### src/sv/tpd_pkg.sv
// ----------------------------------------------------------------------------
// tpd_pkg
// shared sizes, coefficient table and control structs of the 4x true-peak
// detector
// ----------------------------------------------------------------------------
package tpd_pkg;

  localparam int TAPS      = 12;
  localparam int PHASES    = 4;
  localparam int SAMPLE_W  = 24;
  localparam int COEF_W    = 14;
  localparam int FRAC_BITS = 13;
  localparam int PEAK_W    = 25;
  localparam int PROD_W    = SAMPLE_W + COEF_W;
  localparam int ACC_W     = PROD_W + $clog2(TAPS);
  localparam int TAP_W     = $clog2(TAPS);
  localparam int PH_W      = $clog2(PHASES);

  // polyphase coefficients in units of 2^-13, row per phase, column per tap
  localparam logic signed [COEF_W-1:0] COEF_TAB [PHASES][TAPS] = '{
    '{  14'sd14,    14'sd90,   -14'sd161,  14'sd272,  -14'sd487,  14'sd1125,
        14'sd7964, -14'sd838,   14'sd390, -14'sd218,   14'sd122, -14'sd68 },
    '{ -14'sd239,   14'sd240,  -14'sd424,  14'sd730, -14'sd1364,  14'sd3810,
        14'sd6388, -14'sd1641,  14'sd832, -14'sd477,   14'sd271, -14'sd155 },
    '{ -14'sd155,   14'sd271,  -14'sd477,  14'sd832, -14'sd1641,  14'sd6388,
        14'sd3810, -14'sd1364,  14'sd730, -14'sd424,   14'sd240, -14'sd239 },
    '{ -14'sd68,    14'sd122,  -14'sd218,  14'sd390,  -14'sd838,  14'sd7964,
        14'sd1125, -14'sd487,   14'sd272, -14'sd161,   14'sd90,   14'sd14 }
  };

  // control shared by every delay cell
  typedef struct packed {
    logic clear;
    logic load;
    logic rotate;
  } tpd_cell_ctl_t;

  // one multiply-accumulate step
  typedef struct packed {
    logic valid;
    logic first;
    logic last;
  } tpd_issue_t;

endpackage

### src/sv/tpd_tap_cell.sv
// ----------------------------------------------------------------------------
// tpd_tap_cell
// one delay-line cell: shifts in from the left on a new sample, rotates in
// from the right while the filter phases are being walked
// ----------------------------------------------------------------------------
module tpd_tap_cell (
  input  logic                                  clk,
  input  logic                                  rst_n,
  input  tpd_pkg::tpd_cell_ctl_t                ctl_i,
  input  logic signed [tpd_pkg::SAMPLE_W-1:0]   left_i,
  input  logic signed [tpd_pkg::SAMPLE_W-1:0]   right_i,
  output logic signed [tpd_pkg::SAMPLE_W-1:0]   q_o
);
  import tpd_pkg::*;

  logic signed [SAMPLE_W-1:0] q_r;
  logic signed [SAMPLE_W-1:0] q_nxt;

  always_comb begin
    priority if (ctl_i.clear) begin
      q_nxt = '0;
    end else if (ctl_i.load) begin
      q_nxt = left_i;
    end else if (ctl_i.rotate) begin
      q_nxt = right_i;
    end else begin
      q_nxt = q_r;
    end
  end

  always_ff @(posedge clk) begin
    if (!rst_n) begin
      q_r <= '0;
    end else begin
      q_r <= q_nxt;
    end
  end

  assign q_o = q_r;

endmodule

### src/sv/tpd_mac.sv
// ----------------------------------------------------------------------------
// tpd_mac
// registered multiply, exact accumulate over one phase, then magnitude
// scaled down by 2^13 with saturation
// ----------------------------------------------------------------------------
module tpd_mac (
  input  logic                                  clk,
  input  logic                                  rst_n,
  input  tpd_pkg::tpd_issue_t                   issue_i,
  input  logic signed [tpd_pkg::SAMPLE_W-1:0]   x_i,
  input  logic signed [tpd_pkg::COEF_W-1:0]     coef_i,
  output logic [tpd_pkg::PEAK_W-1:0]            mag_o,
  output logic                                  mag_valid_o,
  output logic                                  busy_o
);
  import tpd_pkg::*;

  localparam int SH_W = ACC_W - FRAC_BITS;

  logic signed [PROD_W-1:0] prod_r;
  logic signed [PROD_W-1:0] prod_nxt;
  tpd_issue_t               prod_ctl_r;
  logic signed [ACC_W-1:0]  acc_r;
  logic signed [ACC_W-1:0]  acc_nxt;
  logic                     acc_done_r;
  logic [ACC_W-1:0]         acc_abs;
  logic [SH_W-1:0]          acc_sh;
  logic [PEAK_W-1:0]        mag_r;
  logic [PEAK_W-1:0]        mag_nxt;
  logic                     mag_valid_r;

  assign prod_nxt = PROD_W'(x_i) * PROD_W'(coef_i);

  assign acc_nxt = prod_ctl_r.first ? ACC_W'(prod_r) : acc_r + ACC_W'(prod_r);

  // magnitude, truncating shift, clamp to the output range
  assign acc_abs = acc_r[ACC_W-1] ? ACC_W'(-acc_r) : ACC_W'(acc_r);
  assign acc_sh  = acc_abs[ACC_W-1:FRAC_BITS];
  assign mag_nxt = (|acc_sh[SH_W-1:PEAK_W]) ? {PEAK_W{1'b1}} : acc_sh[PEAK_W-1:0];

  always_ff @(posedge clk) begin
    if (!rst_n) begin
      prod_ctl_r  <= '0;
      acc_done_r  <= 1'b0;
      mag_valid_r <= 1'b0;
    end else begin
      prod_ctl_r  <= issue_i;
      acc_done_r  <= prod_ctl_r.valid & prod_ctl_r.last;
      mag_valid_r <= acc_done_r;
    end
  end

  always_ff @(posedge clk) begin
    prod_r <= prod_nxt;
    if (prod_ctl_r.valid) begin
      acc_r <= acc_nxt;
    end
    if (acc_done_r) begin
      mag_r <= mag_nxt;
    end
  end

  assign mag_o       = mag_r;
  assign mag_valid_o = mag_valid_r;
  assign busy_o      = prod_ctl_r.valid | acc_done_r | mag_valid_r;

endmodule

### src/sv/true_peak_detector_4x_unit.sv
// ----------------------------------------------------------------------------
// true_peak_detector_4x_unit
// 4x oversampling true-peak meter: 12-tap delay line as a ring of cells,
// four polyphase fir phases walked through one shared multiply-accumulate
// ----------------------------------------------------------------------------
//
//  channel | dir | tdata                         | tuser
//  --------+-----+-------------------------------+-------------------------
//  in_     | in  | [23:0] sample (signed)        | [0] mode, 1 = clear
//  out_    | out | [24:0] sample_peak,           | -
//          |     | [49:25] held_peak             |
//
//  a sample transfer is followed by one multiply-accumulate per tap and phase
//  on a single multiplier, then the three-stage product/accumulate/magnitude
//  drain until the pipe reads idle, then the publish step, before the next
//  input transfer is taken
//  a clear transfer is accepted, then publishes zeros
//  reset clears the delay cells, the held peak and all handshake state
//  a stalled output holds its result; the block waits in the publish step
//  until the output register is free
//
module true_peak_detector_4x_unit (
  input  logic        clk,
  input  logic        rst_n,
  input  logic        in_tvalid,
  output logic        in_tready,
  input  logic [23:0] in_tdata,    // [23:0] sample
  input  logic        in_tuser,    // [0] mode
  output logic        out_tvalid,
  input  logic        out_tready,
  output logic [55:0] out_tdata    // [24:0] sample_peak, [49:25] held_peak, rest zero
);
  import tpd_pkg::*;

  localparam logic [1:0] S_IDLE  = 2'd0;
  localparam logic [1:0] S_RUN   = 2'd1;
  localparam logic [1:0] S_DRAIN = 2'd2;
  localparam logic [1:0] S_FIN   = 2'd3;

  localparam int OUT_W = 56;

  logic [1:0]          state_r;
  logic [1:0]          state_nxt;
  logic [TAP_W-1:0]    tap_r;
  logic [TAP_W-1:0]    tap_nxt;
  logic [PH_W-1:0]     phase_r;
  logic [PH_W-1:0]     phase_nxt;
  logic [PEAK_W-1:0]   best_r;
  logic [PEAK_W-1:0]   peak_hold_r;
  logic [PEAK_W-1:0]   held_new;
  logic                out_valid_r;
  logic [OUT_W-1:0]    out_data_r;

  logic                in_xfer;
  logic                clear_req;
  logic                load_req;
  logic                fin_go;
  logic                tap_end;
  logic                phase_end;

  tpd_cell_ctl_t              cell_ctl;
  tpd_issue_t                 issue;
  logic signed [SAMPLE_W-1:0] cell_q [TAPS];
  logic [PEAK_W-1:0]          mag;
  logic                       mag_valid;
  logic                       mac_busy;

  // ---------------------------------------------------------------- control
  assign in_tready = (state_r == S_IDLE);
  assign in_xfer   = in_tvalid & in_tready;
  assign clear_req = in_xfer & in_tuser;
  assign load_req  = in_xfer & ~in_tuser;
  assign fin_go    = (state_r == S_FIN) & (~out_valid_r | out_tready);
  assign tap_end   = (tap_r == TAP_W'(TAPS - 1));
  assign phase_end = (phase_r == PH_W'(PHASES - 1));

  always_comb begin
    state_nxt = state_r;
    tap_nxt   = tap_r;
    phase_nxt = phase_r;
    unique case (state_r)
      S_IDLE: begin
        tap_nxt   = '0;
        phase_nxt = '0;
        if (load_req) begin
          state_nxt = S_RUN;
        end else if (clear_req) begin
          state_nxt = S_FIN;
        end
      end
      S_RUN: begin
        // tap counter walks the ring, phase counter steps once per turn
        if (tap_end) begin
          tap_nxt   = '0;
          phase_nxt = phase_r + PH_W'(1);
          if (phase_end) begin
            state_nxt = S_DRAIN;
          end
        end else begin
          tap_nxt = tap_r + TAP_W'(1);
        end
      end
      S_DRAIN: begin
        // wait for the last phase magnitude to reach the running max
        if (!mac_busy) begin
          state_nxt = S_FIN;
        end
      end
      S_FIN: begin
        if (fin_go) begin
          state_nxt = S_IDLE;
        end
      end
      default: begin
        state_nxt = S_IDLE;
      end
    endcase
  end

  always_ff @(posedge clk) begin
    if (!rst_n) begin
      state_r <= S_IDLE;
      tap_r   <= '0;
      phase_r <= '0;
    end else begin
      state_r <= state_nxt;
      tap_r   <= tap_nxt;
      phase_r <= phase_nxt;
    end
  end

  // ------------------------------------------------------- delay-line ring
  // cell 0 takes the new sample; while running the ring turns one place a
  // cycle so cell 0 presents tap 0, 1, 2 ... and is back home after a turn
  assign cell_ctl.clear  = clear_req;
  assign cell_ctl.load   = load_req;
  assign cell_ctl.rotate = (state_r == S_RUN);

  for (genvar i = 0; i < TAPS; i++) begin : g_cell
    localparam int LEFT  = (i == 0) ? 0 : i - 1;
    localparam int RIGHT = (i == TAPS - 1) ? 0 : i + 1;
    logic signed [SAMPLE_W-1:0] left_d;

    if (i == 0) begin : g_head
      assign left_d = $signed(in_tdata[SAMPLE_W-1:0]);
    end else begin : g_body
      assign left_d = cell_q[LEFT];
    end

    tpd_tap_cell u_cell (
      .clk     (clk),
      .rst_n   (rst_n),
      .ctl_i   (cell_ctl),
      .left_i  (left_d),
      .right_i (cell_q[RIGHT]),
      .q_o     (cell_q[i])
    );
  end

  // --------------------------------------------------- multiply-accumulate
  assign issue.valid = (state_r == S_RUN);
  assign issue.first = (tap_r == '0);
  assign issue.last  = tap_end;

  tpd_mac u_mac (
    .clk         (clk),
    .rst_n       (rst_n),
    .issue_i     (issue),
    .x_i         (cell_q[0]),
    .coef_i      (COEF_TAB[phase_r][tap_r]),
    .mag_o       (mag),
    .mag_valid_o (mag_valid),
    .busy_o      (mac_busy)
  );

  // ------------------------------------------------------ peak tracking
  assign held_new = (best_r > peak_hold_r) ? best_r : peak_hold_r;

  always_ff @(posedge clk) begin
    if (!rst_n) begin
      best_r      <= '0;
      peak_hold_r <= '0;
    end else begin
      if (in_xfer) begin
        best_r <= '0;
      end else if (mag_valid && (mag > best_r)) begin
        best_r <= mag;
      end
      if (clear_req) begin
        peak_hold_r <= '0;
      end else if (fin_go) begin
        peak_hold_r <= held_new;
      end
    end
  end

  // ------------------------------------------------------ output register
  always_ff @(posedge clk) begin
    if (!rst_n) begin
      out_valid_r <= 1'b0;
    end else if (fin_go) begin
      out_valid_r <= 1'b1;
    end else if (out_tready) begin
      out_valid_r <= 1'b0;
    end
  end

  always_ff @(posedge clk) begin
    if (fin_go) begin
      out_data_r <= {(OUT_W - 2 * PEAK_W)'(0), held_new, best_r};
    end
  end

  assign out_tvalid = out_valid_r;
  assign out_tdata  = out_data_r;

  // ------------------------------------------------------------ assertions
  // a sample transfer starts the walk at phase 0, tap 0
  a_run_start: assert property (@(posedge clk) disable iff (!rst_n)
    (in_tvalid && in_tready && !in_tuser) |=>
      (state_r == S_RUN) && (tap_r == '0) && (phase_r == '0))
    else $error("walk did not start at phase 0 tap 0");

  // nothing may still be in the multiply-accumulate pipe when publishing
  a_fin_drained: assert property (@(posedge clk) disable iff (!rst_n)
    (state_r == S_FIN) |-> !mac_busy)
    else $error("result published before pipe drained");

  // held peak never below the peak it was built from
  a_held_ge_peak: assert property (@(posedge clk) disable iff (!rst_n)
    out_tvalid |-> (out_tdata[2*PEAK_W-1:PEAK_W] >= out_tdata[PEAK_W-1:0]))
    else $error("held peak below sample peak");

  // a clear empties the newest cell, the running peak and the held peak
  a_clear: assert property (@(posedge clk) disable iff (!rst_n)
    (in_tvalid && in_tready && in_tuser) |=>
      (cell_q[0] == '0) && (peak_hold_r == '0) && (best_r == '0))
    else $error("clear left state behind");

endmodule
### config.mk
export PLATFORM = sky130hd
export DESIGN_NAME = true_peak_detector_4x_unit
export DESIGN_NICKNAME = d
export VERILOG_FILES = /design/src/sv/tpd_pkg.sv /design/src/sv/tpd_tap_cell.sv /design/src/sv/tpd_mac.sv /design/src/sv/true_peak_detector_4x_unit.sv
export SDC_FILE = /design/constraint.sdc
export NUM_CORES = 2
export LEC_CHECK = 0
export BUFFER_PORTS_ARGS = -buffer_cell sky130_fd_sc_hd__buf_2
export CORE_MARGIN = 2
export CORE_UTILIZATION = 30
export CTS_BUF_LIST = sky130_fd_sc_hd__clkbuf_8 sky130_fd_sc_hd__clkbuf_16
export CTS_CLUSTER_DIAMETER = 30
export DETAILED_ROUTE_END_ITERATION = 10
export GPL_ROUTABILITY_DRIVEN = 0
export PLACE_DENSITY = 0.45
export SETUP_SLACK_MARGIN = 0.2
export SYNTH_ARGS = -nofsm -noshare
export SYNTH_HDL_FRONTEND = slang
export SYNTH_SLANG_ARGS = --single-unit
### constraint.sdc
create_clock -name clk -period 7.85 [get_ports clk]
set_input_delay 2.355 -clock clk [delete_from_list [all_inputs] [get_ports clk]]
set_output_delay 2.355 -clock clk [all_outputs]
set_load 0.01 [all_outputs]
# After elaboration in Yosys (flattened, before gate mapping)
# Index checks and enable logic that the tools add are counted.
[totals]
in_bits = 29
output_inout_bits = 58
regBits = 507
elab_cells = 116
[op_classes]
muxes = 46
magnitude_cmp = 4
n_bitwise = 13
multipliers = 1
reduce_logical = 11
eq_ne = 10
n_addsub = 4
[op_table]
columns = ["op", "count"]
rows = [
  ["2-to-1 mux 24 bit", 24],
  ["binary-select mux 168 bit (select 2 bit)", 1],
  ["2-to-1 mux 168 bit", 2],
  ["2-to-1 mux 42 bit", 2],
  ["binary-select mux 14 bit (select 4 bit)", 1],
  ["greater-than comparator 25 bit", 2],
  ["adder 42 x 38 -> 42 bit", 1],
  ["negator 42 bit", 1],
  ["multiplier 24 x 14 -> 38 bit", 1],
  ["2-to-1 mux 14 bit", 2],
  ["2-to-1 mux 25 bit", 1],
  ["2-to-1 mux 2 bit", 7],
  ["!= test 2 bit, second input constant", 4],
  ["one-hot mux 2 bit (4 select lines)", 1],
  ["one-hot mux 4 bit (2 select lines)", 1],
  ["equality test 2 bit, second input constant", 3],
  ["nonzero test 2 bit", 3],
  ["AND 1 bit", 5],
  [">= comparator 5 bit, second input constant", 1],
  ["inverter 4 -> 5 bit", 1],
  ["AND reduction 5 bit", 1],
  ["adder 4 x 1 -> 4 bit, second input constant", 1],
  ["equality test 4 bit, second input constant", 1],
  ["logical NOT 4 bit", 1],
  ["other kinds (15)", 21],
]

# Logic depth before layout (Yosys ltp)
[depth]
word_depth = 8
mapped_depth = 35

# Modules after synthesis
# Synthesis repeated with hierarchy kept, for this count alone.
[hier_totals]
cells_unflattened = 3979
area_unflattened_um2 = 39517.9
[modules_own_cells]
columns = ["mod", "area_per_inst_um2", "n_inst", "cells_per_inst"]
rows = [
  ["tpd_mac", 18007.3, 1, 1963],
  ["tpd_tap_cell", 1252.5, 12, 108],
  ["true_peak_detector_4x_unit", 6481.2, 1, 720],
]

# Least setup slack after synthesis
# No wires, ideal clock.
[synth_timing]
path_kind = "flip-flop to flip-flop"
startpoint = "reg phase_r[1]"
endpoint = "reg u_mac.prod_r[36]"
synth_period_minus_slack_ns = 8.065
path_slack_ns = -0.215
setup_time_ns = 0.072
n_path_buf = 1
t_arrival_ns = 7.993
stages_incl_launch_ff = 35
required_time_ns = 7.778
cell_sequence = "dfxtp_1 clkinv_1 ha_1 nand2b_1 o21ai_0 nor2_1 a311oi_1 a21oi_1 nor2_1 a21oi_1 clkbuf_1 nor2b_1 fa_1 inv_1 fa_1 inv_1 fa_1 inv_1 fa_1 inv_1 fa_1 inv_1 fa_1 inv_1 ha_1 and3_1 a21boi_1 a41oi_1 o21ai_1 a211oi_1 a21oi_1 a31o_2 a211o_1 a21oi_1 xnor2_1"
[synth_between]
elab_chain_cells = 8
[synth_lines]
columns = ["item", "line", "rtl"]
rows = [
  ["start: declaration", "true_peak_detector_4x_unit.sv:46", "logic [PH_W-1:0] phase_r;"],
  ["start signal: assignment", "true_peak_detector_4x_unit.sv:128", "phase_r <= phase_nxt;"],
  ["inverter 2 -> 3 bit (implied by the code)", "true_peak_detector_4x_unit.sv:170", ".coef_i (COEF_TAB[phase_r][tap_r]),"],
  ["binary-select mux 168 bit (select 2 bit)", "true_peak_detector_4x_unit.sv:170", ""],
  ["2-to-1 mux 168 bit (implied by the code) (2 in a row)", "true_peak_detector_4x_unit.sv:170", ""],
  ["binary-select mux 14 bit (select 4 bit)", "true_peak_detector_4x_unit.sv:170", ""],
  ["2-to-1 mux 14 bit (implied by the code) (2 in a row)", "true_peak_detector_4x_unit.sv:170", ""],
  ["multiplier 24 x 14 -> 38 bit", "tpd_mac.sv:32", "assign prod_nxt = PROD_W'(x_i) * PROD_W'(coef_i);"],
  ["named net u_mac.prod_nxt[36]", "tpd_mac.sv:21", "logic signed [PROD_W-1:0] prod_nxt;"],
  ["end signal: assignment", "tpd_mac.sv:54", "prod_r <= prod_nxt;"],
  ["end: declaration", "tpd_mac.sv:20", "logic signed [PROD_W-1:0] prod_r;"],
]
# The timed path passes the listed nets, and every way through them passes these cells. The select of a mux whose other input is x is not followed.
# A chain may end at the register's enable or synchronous reset.

# Final worst setup path
# Ends and elaborated chain as after synthesis.

==> qor.csv <==
stage,metric,value,unit
run_status,status,"complete, no violations",
worst_hold_path,min_path_type,flop to flop,
timing,tightest_slew,1140,ps
cells_and_area,area_growth,19.4,%
route,wl_per_cell,15.3,um
timing,max_freq,136,MHz
route,drtIter0Drc,1425,
timing,period_needed,7340,ps
pwr,powerDensity,328,mW/mm^2
timing,hold_viol,0,
critical_path,worstPathMaxFanout,10,
synthesis,synthTopCellsByArea,"dfxtp_1 (21%), fa_1 (17%), edfxtp_1 (9.5%)",
critical_path,path_class,flop to flop,
critical_path,reg2reg_slack,510,ps
route,drc,0,
floorplan,num_rows,128,
critical_path,critical_path_arrival,7980,ps
synthesis,ys_types,81,
floorplan,start_util,0.302,
cells_and_area,fillers,12492,
cells_and_area,diodes,0,
place,place_hpwl,63.0,mm
synthesis,synth.cells.most_frequent,"nor2_1 (434), inv_1 (415), dfxtp_1 (390)",
timing,fin_tns_setup,0,ps
route,antenna_left,0,
clock_tree,clk_pin_slew,40,ps
global_routing,antenna_found_initial,2,
synthesis,yosysSeqAreaShare,0.307,
pwr,p_leak,0.0191,uW
synthesis,synth-async-reset-ratio,0,
floorplan,die_y,354,um
place,io_buffers,80,
synthesis,synthCells,3944,
critical_path,r2r_cells,33,
synthesis,yosys_warnings,0,
floorplan,dieArea,0.126,mm^2
timing,skew,22.8,ps
synthesis,syn_area,0.0368,mm^2
clock_tree,clockRootBuffer,clkbuf_16,
global_routing,grt_max_degree,211,
floorplan,core,0.122,mm^2
job,drv_cap,0,
floorplan,fp.dieW,354,um
critical_path,startpoint_type,flop,
clock_tree,clockBufferDepth,3,
synthesis,ys_ff_latch,507,
route,drt-total-wl,87.6,mm
place,place_area,0.0392,mm^2
global_routing,grt_pass1_wl,147,mm
cells_and_area,drive_gt1_frac,0.111,
synthesis,synth.most_common_cell,nor2_1,
global_routing,grt_pass1_vias,27658,
timing,setup_viol,0,
synthesis,synth_area_per_cell,9.34,um^2
critical_path,cpPeakStageDelay,530,ps
synthesis,synth_largest_area_cell,dfxtp_1,
timing,slew_headroom,0.239,
clock_tree,clock_sinks,507,
floorplan,io_pins,87,
global_routing,grt.total_usage,0.142,
synthesis,synth_edf_count,117,
route,vias,26913,
timing,rsz0062_at_grt,yes,
synthesis,synth_top_area_share,0.212,
timing,min_period_over_period,0.935,
worst_hold_path,hold_depth,1,
clock_tree,hold_buffers,0,
cells_and_area,fin_cells,5735,
clock_tree,cts_tree,built,
critical_path,critPathRequiredTime,8490,ps
clock_tree,htreeDepth,4,
global_routing,gr-total-overflow,0,
route,firstDrtPassIters,9,
clock_tree,clk-insertion-delay-late,720,ps
critical_path,end_kind,flop,
critical_path,cpMaxStageDelayCell,fa_1,
cells_and_area,layout.nets,4542,
route,vias_per_cell,4.69,
timing,slew_viol_final,0,
place,placed_cells,5487,
cells_and_area,design_area,0.0440,mm^2
clock_tree,numCtsBuffers,131,
pwr,peakVddDrop,0.000245,V
synthesis,synth_flop_cell,dfxtp_1,
[cell families after synthesis]
group / count (synthesis) / synth area share
buf+inv: 667 / 0.0692
mux: 348 / 0.0951
xor+xnor: 92 / 0.0219
flops: 507 / 0.307
fa+ha+maj: 509 / 0.237
compound gates: 731 / 0.134
other cells: 1 / 0.000102
simple gates: 1089 / 0.135
[timing repair]
action	in CTS	in global routing
gates cloned	0	1
pin swaps	0	8
gates resized for setup	2	30
buffers inserted	1	8
endpoints found under the setup margin	3	10
[worst paths after layout]
check | startpoint | to
min | u_mac.prod_ctl_r[0]$_SDFF_PN0_ | u_mac.acc_done_r$_SDFF_PN0_
min reg2reg | u_mac.prod_ctl_r[0]$_SDFF_PN0_ | u_mac.acc_done_r$_SDFF_PN0_
max reg2reg | phase_r[1]$_SDFFE_PN0P_ | u_mac.prod_r[36]$_DFF_P_
max | phase_r[1]$_SDFFE_PN0P_ | u_mac.prod_r[36]$_DFF_P_
[flip-flops by register name (all words and copies together) (netlist names), 4 cells and up]
| name | cells |
|---|---|
| out_tdata | 50 |
| g_cell.u_cell.q_o | 288 |
| tap_r | 4 |
| u_mac.prod_r | 38 |
| best_r | 25 |
| peak_hold_r | 25 |
| u_mac.acc_r | 42 |
| u_mac.mag_o | 25 |
[stage by stage]
stage	hold slack [ps]	total power, uW	setup slack, ps	util
after floorplan	444	7720	258	-
after global placement	474	9040	219	0.321
after detailed placement	473	9050	114	0.321
after CTS	474	14600	237	0.359
after global routing	494	15500	96.9	0.361
final	474	14400	513	0.361
[power by group]
part | switching, uW | internal, uW | total, uW
clock network | 1680 | 3730 | 5410
registers | 446 | 3230 | 3680
logic | 3090 | 2250 | 5340
total | 5220 | 9210 | 14400
[cells in the final DEF (no fill, tap or decap), types with 17 or more instances in the layout]
cell       synthesis  layout
a21oi_1          106      98
o21ai_0           68      67
and2_1           115     114
mux2i_1          341     341
inv_1            415     428
o21ai_1           69      64
clkbuf_16          0     134
nand2_1          301     301
a21o_1            60      60
xnor2_1           49      49
xor2_1            43      43
ha_1             192     186
nor2b_1           87      85
fa_1             316     315
o21a_1            19      19
clkinv_2           0      28
nand2b_1          18      17
edfxtp_1         117     117
dfxtp_1          390     387
buf_2              0      80
buf_4              6      75
nand4_1           24      24
clkbuf_8           0      17
a211oi_1         307     305
nand3_1           35      34
nor2_1           434     433
[critical path, delay by kind of cell (launching register included)]
kind	cells	cell delay [ps]
compound gates	13	2360
flops	1	320
buf+inv	9	690
xor+xnor	1	120
fa+ha+maj	8	3470
simple gates	2	280
[metal layers]
layer	global-route usage	share of wire	up-vias
met3	0.0225	0.031	120
met5	0	0.00015	-
met1	0.196	0.50	12907
met4	0.0508	0.022	2
li1	-	-	13520
met2	0.224	0.45	364
[layout make-up]
type	count	area, um^2	area share
multi-input cells	2775	23200	0.528
flip-flops and latches	507	11300	0.258
clock buffers	150	3560	0.0810
well taps	1625	2030	0.0463
inverters	418	1570	0.0358
repair buffers	172	1280	0.0292
clock inverters	88	980	0.0223
(Power assumes the default switching activity.)
